`config.mk`:
```
export PLATFORM = sky130hd
export DESIGN_NAME = serial_register_write_queue
export DESIGN_NICKNAME = d
export VERILOG_FILES = /design/src/rtl/swq_pkg.sv /design/src/rtl/serial_register_write_queue.sv /design/src/rtl/swq_ser.sv
export SDC_FILE = /design/constraint.sdc
export NUM_CORES = 1
export LEC_CHECK = 0
export BUFFER_PORTS_ARGS = -buffer_cell sky130_fd_sc_hd__buf_2
export CORE_AREA = 2 2 195 197
export CTS_CLUSTER_SIZE = 20
export DETAILED_ROUTE_END_ITERATION = 10
export DIE_AREA = 0 0 197 199
export PLACE_DENSITY_LB_ADDON = 0.2
export SYNTH_ARGS = -nofsm -noshare
export SYNTH_HDL_FRONTEND = slang
export SYNTH_HIERARCHICAL = 1
export SYNTH_SLANG_ARGS = --single-unit
```
`constraint.sdc`:
```
create_clock -name clk -period 3.85 [get_ports clk]
set_input_delay 0.77 -clock clk [delete_from_list [all_inputs] [get_ports clk]]
set_output_delay 0.77 -clock clk [all_outputs]
set_load 0.01 [all_outputs]
```
`src/rtl/swq_pkg.sv`:
```
// Shared types, constants and helpers for the serial register write queue.
`default_nettype none

package swq_pkg;

    localparam int QUEUE_DEPTH = 16;
    localparam int PTR_W       = (QUEUE_DEPTH > 1) ? $clog2(QUEUE_DEPTH) : 1;
    localparam int BYTE_W      = 8;
    localparam int BIT_IDX_W   = 3;

    localparam logic [BIT_IDX_W-1:0] BIT_IDX_MSB = BIT_IDX_W'(BYTE_W - 1);

    // request kinds carried on tuser
    localparam logic REQ_ENQUEUE = 1'b0;
    localparam logic REQ_TICK    = 1'b1;

    typedef enum logic [2:0] {
        PH_IDLE        = 3'd0,
        PH_SEND_ADDR   = 3'd1,
        PH_STROBE_ADDR = 3'd2,
        PH_SEND_DATA   = 3'd3,
        PH_STROBE_DATA = 3'd4
    } phase_t;

    typedef logic [PTR_W-1:0] ptr_t;

    // pin levels and busy flag after one request
    typedef struct packed {
        logic busy;
        logic latch;
        logic data;
        logic clock;
    } ser_stat_t;

    function automatic ptr_t ptr_inc(input ptr_t p);
        ptr_t r;
        if (p == PTR_W'(QUEUE_DEPTH - 1))
        begin
            r = '0;
        end
        else
        begin
            r = p + 1'b1;
        end
        return r;
    endfunction

endpackage

`default_nettype wire

```
`src/rtl/serial_register_write_queue.sv`:
```
// Top level: ring queue of register writes feeding the three-wire serializer.
// An accepted request's result is registered and is presented on the master side in the following cycle.
// Throughput: one request per clock while the result is taken (m_tready high); the queue and serializer update in the
// accept cycle and the result register decouples the output handshake.
// Reset (rst_n low, async): pointers zero, serializer idle, clock and latch high,
// data low; queue entries are not cleared.
`default_nettype none

module serial_register_write_queue
    import swq_pkg::*;
(
    input  wire logic        clk,
    input  wire logic        rst_n,
    input  wire logic        s_tvalid,
    output logic             s_tready,
    input  wire logic [15:0] s_tdata,   // reg_addr[7:0], reg_data[15:8]
    input  wire logic        s_tuser,   // req_type
    output logic             m_tvalid,
    input  wire logic        m_tready,
    output logic [7:0]       m_tdata    // serial_clock, serial_data, latch_pin,
                                        // busy_res, queue_empty, zero pad[7:5]
);

    logic [BYTE_W-1:0] addr_mem_reg [QUEUE_DEPTH];
    logic [BYTE_W-1:0] data_mem_reg [QUEUE_DEPTH];
    ptr_t              wr_ptr_reg, wr_ptr_next;
    ptr_t              rd_ptr_reg, rd_ptr_next;
    logic              m_tvalid_reg;
    logic [7:0]        m_tdata_reg;
    logic              accept;
    logic              enq;
    logic              tick;
    logic              rd_adv;
    ser_stat_t         stat_next;

    assign s_tready = !m_tvalid_reg || m_tready;
    assign accept   = s_tvalid && s_tready;
    assign enq      = accept && (s_tuser == REQ_ENQUEUE);
    assign tick     = accept && (s_tuser == REQ_TICK);

    swq_ser u_ser
    (
        .clk       (clk),
        .rst_n     (rst_n),
        .tick      (tick),
        .pending   (rd_ptr_reg != wr_ptr_reg),
        .addr_byte (addr_mem_reg[rd_ptr_reg]),
        .data_byte (data_mem_reg[rd_ptr_reg]),
        .stat_next (stat_next),
        .rd_adv    (rd_adv)
    );

    assign wr_ptr_next = enq    ? ptr_inc(wr_ptr_reg) : wr_ptr_reg;
    assign rd_ptr_next = rd_adv ? ptr_inc(rd_ptr_reg) : rd_ptr_reg;

    // no full check: an enqueue with 15 entries pending makes the pointers equal, so the queue reads as empty
    always_ff @(posedge clk)
    begin
        if (enq)
        begin
            addr_mem_reg[wr_ptr_reg] <= s_tdata[7:0];
            data_mem_reg[wr_ptr_reg] <= s_tdata[15:8];
        end
    end

    always_ff @(posedge clk or negedge rst_n)
    begin
        if (!rst_n)
        begin
            wr_ptr_reg   <= '0;
            rd_ptr_reg   <= '0;
            m_tvalid_reg <= 1'b0;
        end
        else
        begin
            wr_ptr_reg <= wr_ptr_next;
            rd_ptr_reg <= rd_ptr_next;
            if (accept)
            begin
                m_tvalid_reg <= 1'b1;
            end
            else if (m_tready)
            begin
                m_tvalid_reg <= 1'b0;
            end
        end
    end

    always_ff @(posedge clk)
    begin
        if (accept)
        begin
            m_tdata_reg <= {3'b000,
                            (rd_ptr_next == wr_ptr_next),
                            stat_next.busy,
                            stat_next.latch,
                            stat_next.data,
                            stat_next.clock};
        end
    end

    assign m_tvalid = m_tvalid_reg;
    assign m_tdata  = m_tdata_reg;

    // latch is low exactly while a frame is in flight
    assert property (@(posedge clk) disable iff (!rst_n)
        m_tvalid_reg |-> (m_tdata_reg[2] == !m_tdata_reg[3]))
        else $error("latch level disagrees with busy flag");

    // read pointer moves only at the end of a frame
    assert property (@(posedge clk) disable iff (!rst_n)
        (rd_ptr_reg != $past(rd_ptr_reg)) |-> $past(rd_adv))
        else $error("read pointer moved outside frame end");

    // frame end needs a serializer tick
    assert property (@(posedge clk) disable iff (!rst_n)
        rd_adv |-> tick)
        else $error("frame ended without a tick request");

    // every accepted request leaves a result pending
    assert property (@(posedge clk) disable iff (!rst_n)
        accept |=> m_tvalid_reg)
        else $error("accepted request produced no result");

endmodule

`default_nettype wire

```
`src/rtl/swq_ser.sv`:
```
// Five-phase three-wire serializer: shifts one address/data byte pair out MSB first.
`default_nettype none

module swq_ser
    import swq_pkg::*;
(
    input  wire logic              clk,
    input  wire logic              rst_n,
    input  wire logic              tick,
    input  wire logic              pending,
    input  wire logic [BYTE_W-1:0] addr_byte,
    input  wire logic [BYTE_W-1:0] data_byte,
    output ser_stat_t              stat_next,
    output logic                   rd_adv
);

    phase_t                phase_reg,   phase_next;
    logic [BIT_IDX_W-1:0]  bit_idx_reg, bit_idx_next;
    logic                  clk_lvl_reg, clk_lvl_next;
    logic                  dat_lvl_reg, dat_lvl_next;
    logic                  lat_lvl_reg, lat_lvl_next;
    logic                  last_bit;

    always_ff @(posedge clk or negedge rst_n)
    begin
        if (!rst_n)
        begin
            phase_reg   <= PH_IDLE;
            bit_idx_reg <= '0;
            clk_lvl_reg <= 1'b1;
            dat_lvl_reg <= 1'b0;
            lat_lvl_reg <= 1'b1;
        end
        else
        begin
            phase_reg   <= phase_next;
            bit_idx_reg <= bit_idx_next;
            clk_lvl_reg <= clk_lvl_next;
            dat_lvl_reg <= dat_lvl_next;
            lat_lvl_reg <= lat_lvl_next;
        end
    end

    assign last_bit = (bit_idx_reg == '0);

    always_comb
    begin
        phase_next   = phase_reg;
        bit_idx_next = bit_idx_reg;
        clk_lvl_next = clk_lvl_reg;
        dat_lvl_next = dat_lvl_reg;
        lat_lvl_next = lat_lvl_reg;
        rd_adv       = 1'b0;
        if (tick)
        begin
            unique case (phase_reg)
                PH_SEND_ADDR:
                begin
                    clk_lvl_next = 1'b0;
                    dat_lvl_next = addr_byte[bit_idx_reg];
                    phase_next   = PH_STROBE_ADDR;
                end
                PH_STROBE_ADDR:
                begin
                    clk_lvl_next = 1'b1;
                    if (!last_bit)
                    begin
                        bit_idx_next = bit_idx_reg - 1'b1;
                        phase_next   = PH_SEND_ADDR;
                    end
                    else
                    begin
                        bit_idx_next = BIT_IDX_MSB;
                        phase_next   = PH_SEND_DATA;
                    end
                end
                PH_SEND_DATA:
                begin
                    clk_lvl_next = 1'b0;
                    dat_lvl_next = data_byte[bit_idx_reg];
                    phase_next   = PH_STROBE_DATA;
                end
                PH_STROBE_DATA:
                begin
                    clk_lvl_next = 1'b1;
                    if (!last_bit)
                    begin
                        bit_idx_next = bit_idx_reg - 1'b1;
                        phase_next   = PH_SEND_DATA;
                    end
                    else
                    begin
                        bit_idx_next = BIT_IDX_MSB;
                        phase_next   = PH_IDLE;
                        lat_lvl_next = 1'b1;
                        rd_adv       = 1'b1;
                    end
                end
                default:
                begin
                    phase_next = PH_IDLE;
                    if (pending)
                    begin
                        phase_next   = PH_SEND_ADDR;
                        bit_idx_next = BIT_IDX_MSB;
                        lat_lvl_next = 1'b0;
                    end
                end
            endcase
        end
    end

    assign stat_next.clock = clk_lvl_next;
    assign stat_next.data  = dat_lvl_next;
    assign stat_next.latch = lat_lvl_next;
    assign stat_next.busy  = (phase_next != PH_IDLE);

endmodule

`default_nettype wire
```
==> results of run 1 <==
==> power groups by stage <==
stage               Clock (W)  Combinational [W]  Sequential [W]
floorplan                   0           0.000456         0.00357
global placement            0           0.000543         0.00366
detailed placement          0           0.000569         0.00367
CTS                   0.00305           0.000572         0.00360
global route          0.00316           0.000619         0.00363
finish                0.00298           0.000563         0.00361
==> routing by layer <==
metal	track usage [%]	vias to the layer above
li1	-	2423
met1	17.29	2878
met2	24.29	102
met3	1.916	37
met4	3.871	0
met5	0	-
==> final timing paths <==
check	startpoint	endpoint
hold reg to reg	u_ser/lat_lvl_reg	u_ser/lat_lvl_reg
setup reg to reg	rd_ptr_reg[0]	m_tdata[1]
min in group clk	s_tvalid	m_tvalid
setup / recovery	rd_ptr_reg[0]	m_tdata[1]
max in group asynchronous	rst_n	rd_ptr_reg[0]
hold / removal	rst_n	rd_ptr_reg[0]
==> cell usage in the layout (no fill, tap or decap), types with 3 or more instances in the layout <==
cell / Yosys / routed
nor2b_1: 19 / 19
xnor2_1: 7 / 7
dfrtp_1: 16 / 13
inv_1: 7 / 7
clkbuf_16: 0 / 29
and2_1: 13 / 13
a211oi_1: 17 / 17
and4_2: 4 / 4
buf_4: 9 / 21
buf_2: 13 / 27
mux2i_1: 22 / 22
nand2b_1: 5 / 5
ha_1: 7 / 7
clkinv_1: 0 / 5
buf_12: 0 / 4
a21oi_1: 21 / 21
edfxtp_1: 261 / 261
nand4_1: 3 / 3
o21ai_0: 6 / 6
clkbuf_1: 10 / 6
nand2_1: 9 / 9
nor2_1: 3 / 3
xor2_1: 4 / 4
and3_1: 3 / 3
mux2_2: 3 / 3
nand3_1: 4 / 4
mux4_2: 66 / 66
bufinv_16: 0 / 7
conb_1: 1 / 3
nor4_1: 3 / 3
==> worst max-delay path, stage by stage, from the launching register on <==
cell and delay (ps):
dfrtp_4 690, buf_12 240, mux4_2 500, nor2b_1 140, a211oi_1 230, a21oi_1 60
mux4_2 500, o211ai_1 180, o311ai_1 150
==> cell families (layout without fill, tap and decap cells) <==
group	count (synthesis)	after routing	share of synthesized area (%)
mux	91	91	15.36
flops	279	279	73.16
xor+xnor	11	11	0.8501
fa+ha+maj	7	7	0.7728
compound gates	59	59	3.401
buf+inv	46	113	2.230
other cells	1	3	0.03309
simple gates	76	76	4.196
==> final cells by class <==
class | instances | area [µm²] | share of cell area, %
Timing Repair Buffer | 52 | 372.9 | 2.844
Inverter | 9 | 33.78 | 0.2577
Clock buffer | 36 | 762.0 | 5.813
Tap cell | 474 | 593.1 | 4.524
Multi-Input combinational cell | 247 | 2796 | 21.33
Sequential cell | 279 | 8297 | 63.29
Clock inverter | 16 | 254.0 | 1.938
==> through the flow <==
stage	utilization, %	instance area [µm²]	power (W)	instances	setup WS [ps]
global placement	32.57	12090	0.004205	1061	815.0
floorplan	-	11340	0.004025	572	878.8
finish	35.30	13110	0.007146	1113	845.2
CTS	35.30	13110	0.007226	1113	782.7
global route	35.30	13110	0.007407	1113	632.2
detailed placement	32.57	12090	0.004235	1061	766.9
==> results.cfg, run 1 <==
[global_routing]
grt_pass1_vias = 5761
antenna_found_initial = 0
grt_usage_pct = 13.61
gr-total-overflow = 0
grt_max_degree = 54
grt_pass1_wl_mm = 38.47

[timing]
rsz0062_at_grt = no
slew_headroom_pct = 50.02
fin_hold_ws_ps = 184.5
tightest_slew_ps = 749.6
setup_viol = 0
fmax_mhz = 332.8
fin_skew_ps = 14.83
period_needed_ps = 3005
finalSetupTns_ps = 0
hold_violations = 0
period_share_pct = 78.05
slew_violations = 0

[detailed_routing]
met2_length_mm = 13.53
viasPerCell = 4.888
wirelength_mm = 26.08
wire_per_inst_um = 23.43
dr.pass1.iters = 4
top_layer = met4
met3_length_mm = 1.004
drt-met1-wl_mm = 10.97
drt_iter0_drc = 361
ant_nets = 0
drc = 0
num_vias = 5440

[cts]
clk_path_buf_depth = 3
post-cts-setup-buffer-count = 0
clockRootBuffer = clkbuf_16
cts_made_buffers = 29
postCtsHoldBufs = 0
path_clk_slew_ps = 60
cts_resized = 0
htree_levels = 1
clock_latency_ps = 550
cts_tree = done
cts.sinks = 279

[floorplan]
rows = 71
io_pins = 31
core_um2 = 37130
initial_core_util_pct = 30.52
fp.dieH_um = 199
dieArea_um2 = 39200
die_w_um = 197

[synth]
synth_cell_type_count = 51
yosysMostFrequentCell = edfxtp_1
synth_top_cell_area_share_pct = 69.16
netlist_instances = 570
ys_seq_area_share_pct = 73.16
syn_area_per_cell_um2 = 19.88
synth.area.top_cells = edfxtp_1 (69%), mux4_2 (13%), dfrtp_1 (3.5%), mux2i_1 (1.9%), a211oi_1 (1.1%)
yosys_warnings = 6
synth_top_area_cell = edfxtp_1
synth_common_cells = edfxtp_1 (261), mux4_2 (66), mux2i_1 (22)
synth_ff_type = edfxtp_1
async_reset_ff_share_pct = 6.452
ys_ff_latch = 279
synth_edf_count = 261
synth_area_um2 = 11330

[place]
dp_hpwl_mm = 14.60
io_buffers = 27
gp_congestion = 0.7413

[critical_path]
rr_worst_depth = 8
worstPathRequired_ps = 4120
crit_fanout = 18
worstPathArrival_ps = 3270
path_class = flop to flop
critPathLaunchType = flop
end_kind = flop
r2r_slack_ps = 850

[cells_and_area]
drive_gt1_share_pct = 27.70
syn2layout_area_growth_pct = 15.68
num-nets-final = 646
antennaDiodeCount = 0
nFillCells = 3430

[power]
p_seq_share_pct = 50.5
p_int_w = 0.005554
powerDensity_nw_per_um2 = 545.1
netSwitchingPower_w = 0.001592
power_frac_comb_pct = 7.9
clkPwrFrac_pct = 41.7
switching_share_pct = 22.28
irDropWorstVdd_mv = 0.2798
cellLeakagePower_nw = 4.130

[run]
cap_violations = 0

[outcome]
status = finished clean

[min_path]
hold_class = input pin to asynchronous set/reset pin
(Power assumes the default switching activity.)
==> inputs of run 2 (changes only) <==
==> constraint.sdc (replaced) <==
create_clock -name clk -period 3 [get_ports clk]
set_input_delay 0.6 -clock clk [delete_from_list [all_inputs] [get_ports clk]]
set_output_delay 0.6 -clock clk [all_outputs]
set_load 0.01 [all_outputs]
==> results.cfg, run 2 (synthesized netlist as in run 1, its figures left out) <==
[timing]
hold_violations = 0
tightest_slew_ps = 726.7
slew_violations = 0
fin_skew_ps = 18.43
period_needed_ps = 2750
slew_headroom_pct = 51.11
setup_slack_ps = 250.4
rsz0062_at_grt = no
fmax_mhz = 363.7
finalSetupTns_ps = 0
setup_viol = 0
period_share_pct = 91.65
fin_hold_ws_ps = 299.8

[place]
io_buffers = 27
placed_cells = 1070
gp_congestion = 0.7625
dp_hpwl_mm = 15.40
dp_slack_ps = 216.7

[floorplan]
dieArea_um2 = 39200
core_um2 = 37130
rows = 71
die_w_um = 197
io_pins = 31
initial_core_util_pct = 30.52
fp.dieH_um = 199

[cts]
cts_tree = done
cts_made_buffers = 30
cts_resized = 0
postCtsHoldBufs = 1
clock_latency_ps = 550
cts.sinks = 279
htree_levels = 1
clk_path_buf_depth = 3
clockRootBuffer = clkbuf_16
path_clk_slew_ps = 60
post-cts-setup-buffer-count = 0

[power]
cellLeakagePower_nw = 4.205
power_frac_comb_pct = 8.4
p_int_w = 0.007060
netSwitchingPower_w = 0.002084
irDropWorstVdd_mv = 0.3669
clkPwrFrac_pct = 41.3
switching_share_pct = 22.79
p_seq_share_pct = 50.2
powerDensity_nw_per_um2 = 689.3

[detailed_routing]
num_vias = 5554
wirelength_mm = 26.07
wire_per_inst_um = 23.13
drc = 0
viasPerCell = 4.928
drt_iter0_drc = 453
ant_nets = 0
dr.pass1.iters = 4

[critical_path]
crit_slowest_cell = mux4_2
cp_top_family = multiplexers
critPathLaunchType = flop
cp_common_cell = mux4_2
critPathMaxStageDelay_ps = 490
crit_fanout = 26
worstPathArrival_ps = 3020
worstPathRequired_ps = 3270
path_cells = buf_12, buf_4, mux4_2, a211oi_1, a21oi_1, mux4_2, o21ai_0, o311ai_1
path_class = flop to flop
end_kind = flop
worstPathBufferInverterCount = 2

[global_routing]
antenna_found_initial = 0
grt_max_degree = 30
gr-total-overflow = 0
grt_usage_pct = 13.73
grt_pass1_wl_mm = 39.16
grt_pass1_vias = 5966

[cells_and_area]
mostFrequentLayoutCells = edfxtp_1 (261), mux4_2 (66), clkbuf_16 (31)
num-nets-final = 657
stdcell_count = 1127
drive_gt1_share_pct = 28.94
final_common_cell = edfxtp_1
fin_util_pct = 35.72
antennaDiodeCount = 0
syn2layout_area_growth_pct = 17.06

[min_path]
hold_class = input pin to flop

[outcome]
status = finished clean

[run]
cap_violations = 0
==> run 2: power by group through the flow <==
stage,Sequential (W),Combinational [W],Clock (W)
6_report,0.00459,0.000770,0.00378
2_1_floorplan,0.00458,0.000586,0
4_1_cts,0.00459,0.000785,0.00388
3_3_place_gp,0.00466,0.000757,0
5_1_grt,0.00461,0.000848,0.00404
3_5_place_dp,0.00467,0.000781,0
==> run 2: layer usage <==
metal  wire length, µm  global-route usage [%]  vias to the layer above
met5                 0                       0                        -
met4               547                   3.509                        0
met3               893                   1.865                       44
met2             13190                   24.16                      107
met1             11440                   17.96                     2951
li1                  -                       -                     2452
==> run 2: cell type report <==
class                           count  area, µm²
Clock buffer                       35      790.8
Clock inverter                     21      229.0
Fill cell                        3437      23870
Inverter                            9      33.78
Multi-Input combinational cell    247       2796
Sequential cell                   279       8297
Tap cell                          474      593.1
Timing Repair Buffer               62      525.5
==> run 2: worst paths after layout <==
path,cells past startpoint,end,slack (ps),startpoint
worst max-delay path,8,m_tdata[1],250,rd_ptr_reg[0]
worst min-delay path,2,m_tvalid,300,s_tvalid
worst max register to register,8,m_tdata[1],250,rd_ptr_reg[0]
worst min register to register,2,u_ser/dat_lvl_reg,520,u_ser/dat_lvl_reg
max in group asynchronous,2,rd_ptr_reg[0],2080,rst_n
min in group asynchronous,2,wr_ptr_reg[2],540,rst_n
==> run 2: per-stage QoR <==
stage / cell area (µm²) / total power [W]
floorplan: 11340 / 0.005166
global route: 13270 / 0.009498
detailed placement: 12240 / 0.005450
CTS: 13270 / 0.009250
finish: 13270 / 0.009144
global placement: 12240 / 0.005418
==> inputs of run 3 (changes only) <==
--- a/config.mk
+++ b/config.mk
@@ -7,6 +7,7 @@
 export LEC_CHECK = 0
 export BUFFER_PORTS_ARGS = -buffer_cell sky130_fd_sc_hd__buf_2
 export CORE_AREA = 2 2 195 197
+export CTS_BUF_LIST = sky130_fd_sc_hd__clkbuf_16
 export CTS_CLUSTER_SIZE = 20
 export DETAILED_ROUTE_END_ITERATION = 10
 export DIE_AREA = 0 0 197 199
==> results.cfg, run 3 (synthesized netlist as in run 1, its figures left out) <==
[global_routing]
gr-total-overflow = 0
gr-usage-met1_pct = 18.00
antenna_found_initial = 0
grt_max_degree = 30
grt.busiest_layer = met2
grt_pass1_wl_mm = 39.17
grt_usage_pct = 13.74
grtUsageMet2_pct = 24.12
grt_pass1_vias = 5969
met3_usage_pct = 1.865

[cells_and_area]
nFillCells = 3437
syn2layout_area_growth_pct = 17.06
num-nets-final = 657
antennaDiodeCount = 0
drive_gt1_share_pct = 28.94
final_common_cell = edfxtp_1
mostFrequentLayoutCells = edfxtp_1 (261), mux4_2 (66), clkbuf_16 (31)

[timing]
setup_slack_ps = 245.7
fin_skew_ps = 17.28
setup_viol = 0
tightest_slew_ps = 737.3
hold_violations = 0
period_share_pct = 91.81
finalSetupTns_ps = 0
period_needed_ps = 2754
rsz0062_at_grt = no
slew_violations = 0
slew_headroom_pct = 50.39
fmax_mhz = 363.1

[power]
clkPwrFrac_pct = 41.3
p_int_w = 0.007046
netSwitchingPower_w = 0.002089
cellLeakagePower_nw = 4.221
irDropWorstVdd_mv = 0.3668
p_seq_share_pct = 50.3
powerDensity_nw_per_um2 = 688.7
power_frac_comb_pct = 8.4
switching_share_pct = 22.87

[critical_path]
path_class = flop to flop
critPathMaxStageDelay_ps = 490
crit_slowest_cell = mux4_2
path_cells = buf_12, buf_4, mux4_2, a211oi_1, a21oi_1, mux4_2, o21ai_0, o311ai_1
cp_common_cell = mux4_2
worstPathArrival_ps = 3030
critPathLaunchType = flop
worstPathRequired_ps = 3270
end_kind = flop
crit_fanout = 26

[floorplan]
core_um2 = 37130
io_pins = 31
die_w_um = 197
dieArea_um2 = 39200
initial_core_util_pct = 30.52
rows = 71
fp.dieH_um = 199

[cts]
postCtsHoldBufs = 1
clock_latency_ps = 550
path_clk_slew_ps = 60
cts_resized = 0
clockRootBuffer = clkbuf_16
cts_tree = done
cts.sinks = 279
cts_made_buffers = 30
clk_path_buf_depth = 3
post-cts-setup-buffer-count = 0
htree_levels = 1

[detailed_routing]
drt_iter0_drc = 435
drc = 0
ant_nets = 0
wirelength_mm = 26.06
dr.pass1.iters = 4
viasPerCell = 4.921
num_vias = 5546
wire_per_inst_um = 23.12

[place]
io_buffers = 27
dp_slack_ps = 216.7
dp_hpwl_mm = 15.40
gp_congestion = 0.7625

[outcome]
status = finished clean

[min_path]
hold_class = input pin to flop

[run]
cap_violations = 0
==> run 3: layer usage <==
layer | vias to the layer above | part of all wire, %
li1 | 2453 | -
met2 | 112 | 51
met1 | 2937 | 44
met3 | 44 | 3.6
met5 | - | 0
met4 | 0 | 2.1
==> run 3: power groups by stage <==
| stage | sequential [W] | combinational [W] | clock [W] |
|---|---|---|---|
| 5_1_grt | 0.00461 | 0.000848 | 0.00403 |
| 4_1_cts | 0.00459 | 0.000785 | 0.00386 |
| 6_report | 0.00459 | 0.000771 | 0.00377 |
| 3_5_place_dp | 0.00467 | 0.000781 | 0 |
| 2_1_floorplan | 0.00458 | 0.000586 | 0 |
| 3_3_place_gp | 0.00466 | 0.000757 | 0 |
==> run 3: path summary, 6_finish.rpt <==
path	startpoint	endpoint	slack, ps	cells past startpoint
max	rd_ptr_reg[0]	m_tdata[1]	250	8
min	s_tvalid	m_tvalid	300	2
max reg2reg	rd_ptr_reg[0]	m_tdata[1]	250	8
min reg2reg	u_ser/dat_lvl_reg	u_ser/dat_lvl_reg	520	2
max in group asynchronous	rst_n	rd_ptr_reg[0]	2090	2
min in group asynchronous	rst_n	wr_ptr_reg[1]	540	2
==> run 3: area by class of cell <==
cell class,count,area [µm²],area share [%]
flip-flops and latches,279,8297,62.54
multi-input cells,247,2796,21.08
repair buffers,62,525.5,3.962
inverters,9,33.78,0.2547
well taps,474,593.1,4.471
clock buffers,31,775.7,5.848
clock inverters,25,244.0,1.839
==> run 3: metrics by stage <==
| step | hold WS, ps | area [µm²] | cells | util, % | total power [W] |
|---|---|---|---|---|---|
| floorplan | 304.4 | 11340 | 572 | - | 0.005166 |
| finish | 297.9 | 13270 | 1127 | 35.72 | 0.009136 |
| detailed placement | 516.3 | 12240 | 1070 | 32.95 | 0.005450 |
| CTS | 274.6 | 13270 | 1127 | 35.72 | 0.009237 |
| global route | 310.0 | 13270 | 1127 | 35.72 | 0.009487 |
| global placement | 493.7 | 12240 | 1070 | 32.95 | 0.005418 |
==> run 3: worst max-delay path: cells and delay by family (launching register included) <==
| kind | cells | cell delay, ps |
|---|---|---|
| buffers and inverters | 2 | 440 |
| flip-flops | 1 | 450 |
| multiplexers | 2 | 930 |
| AO/OA/AOI/OAI | 4 | 640 |
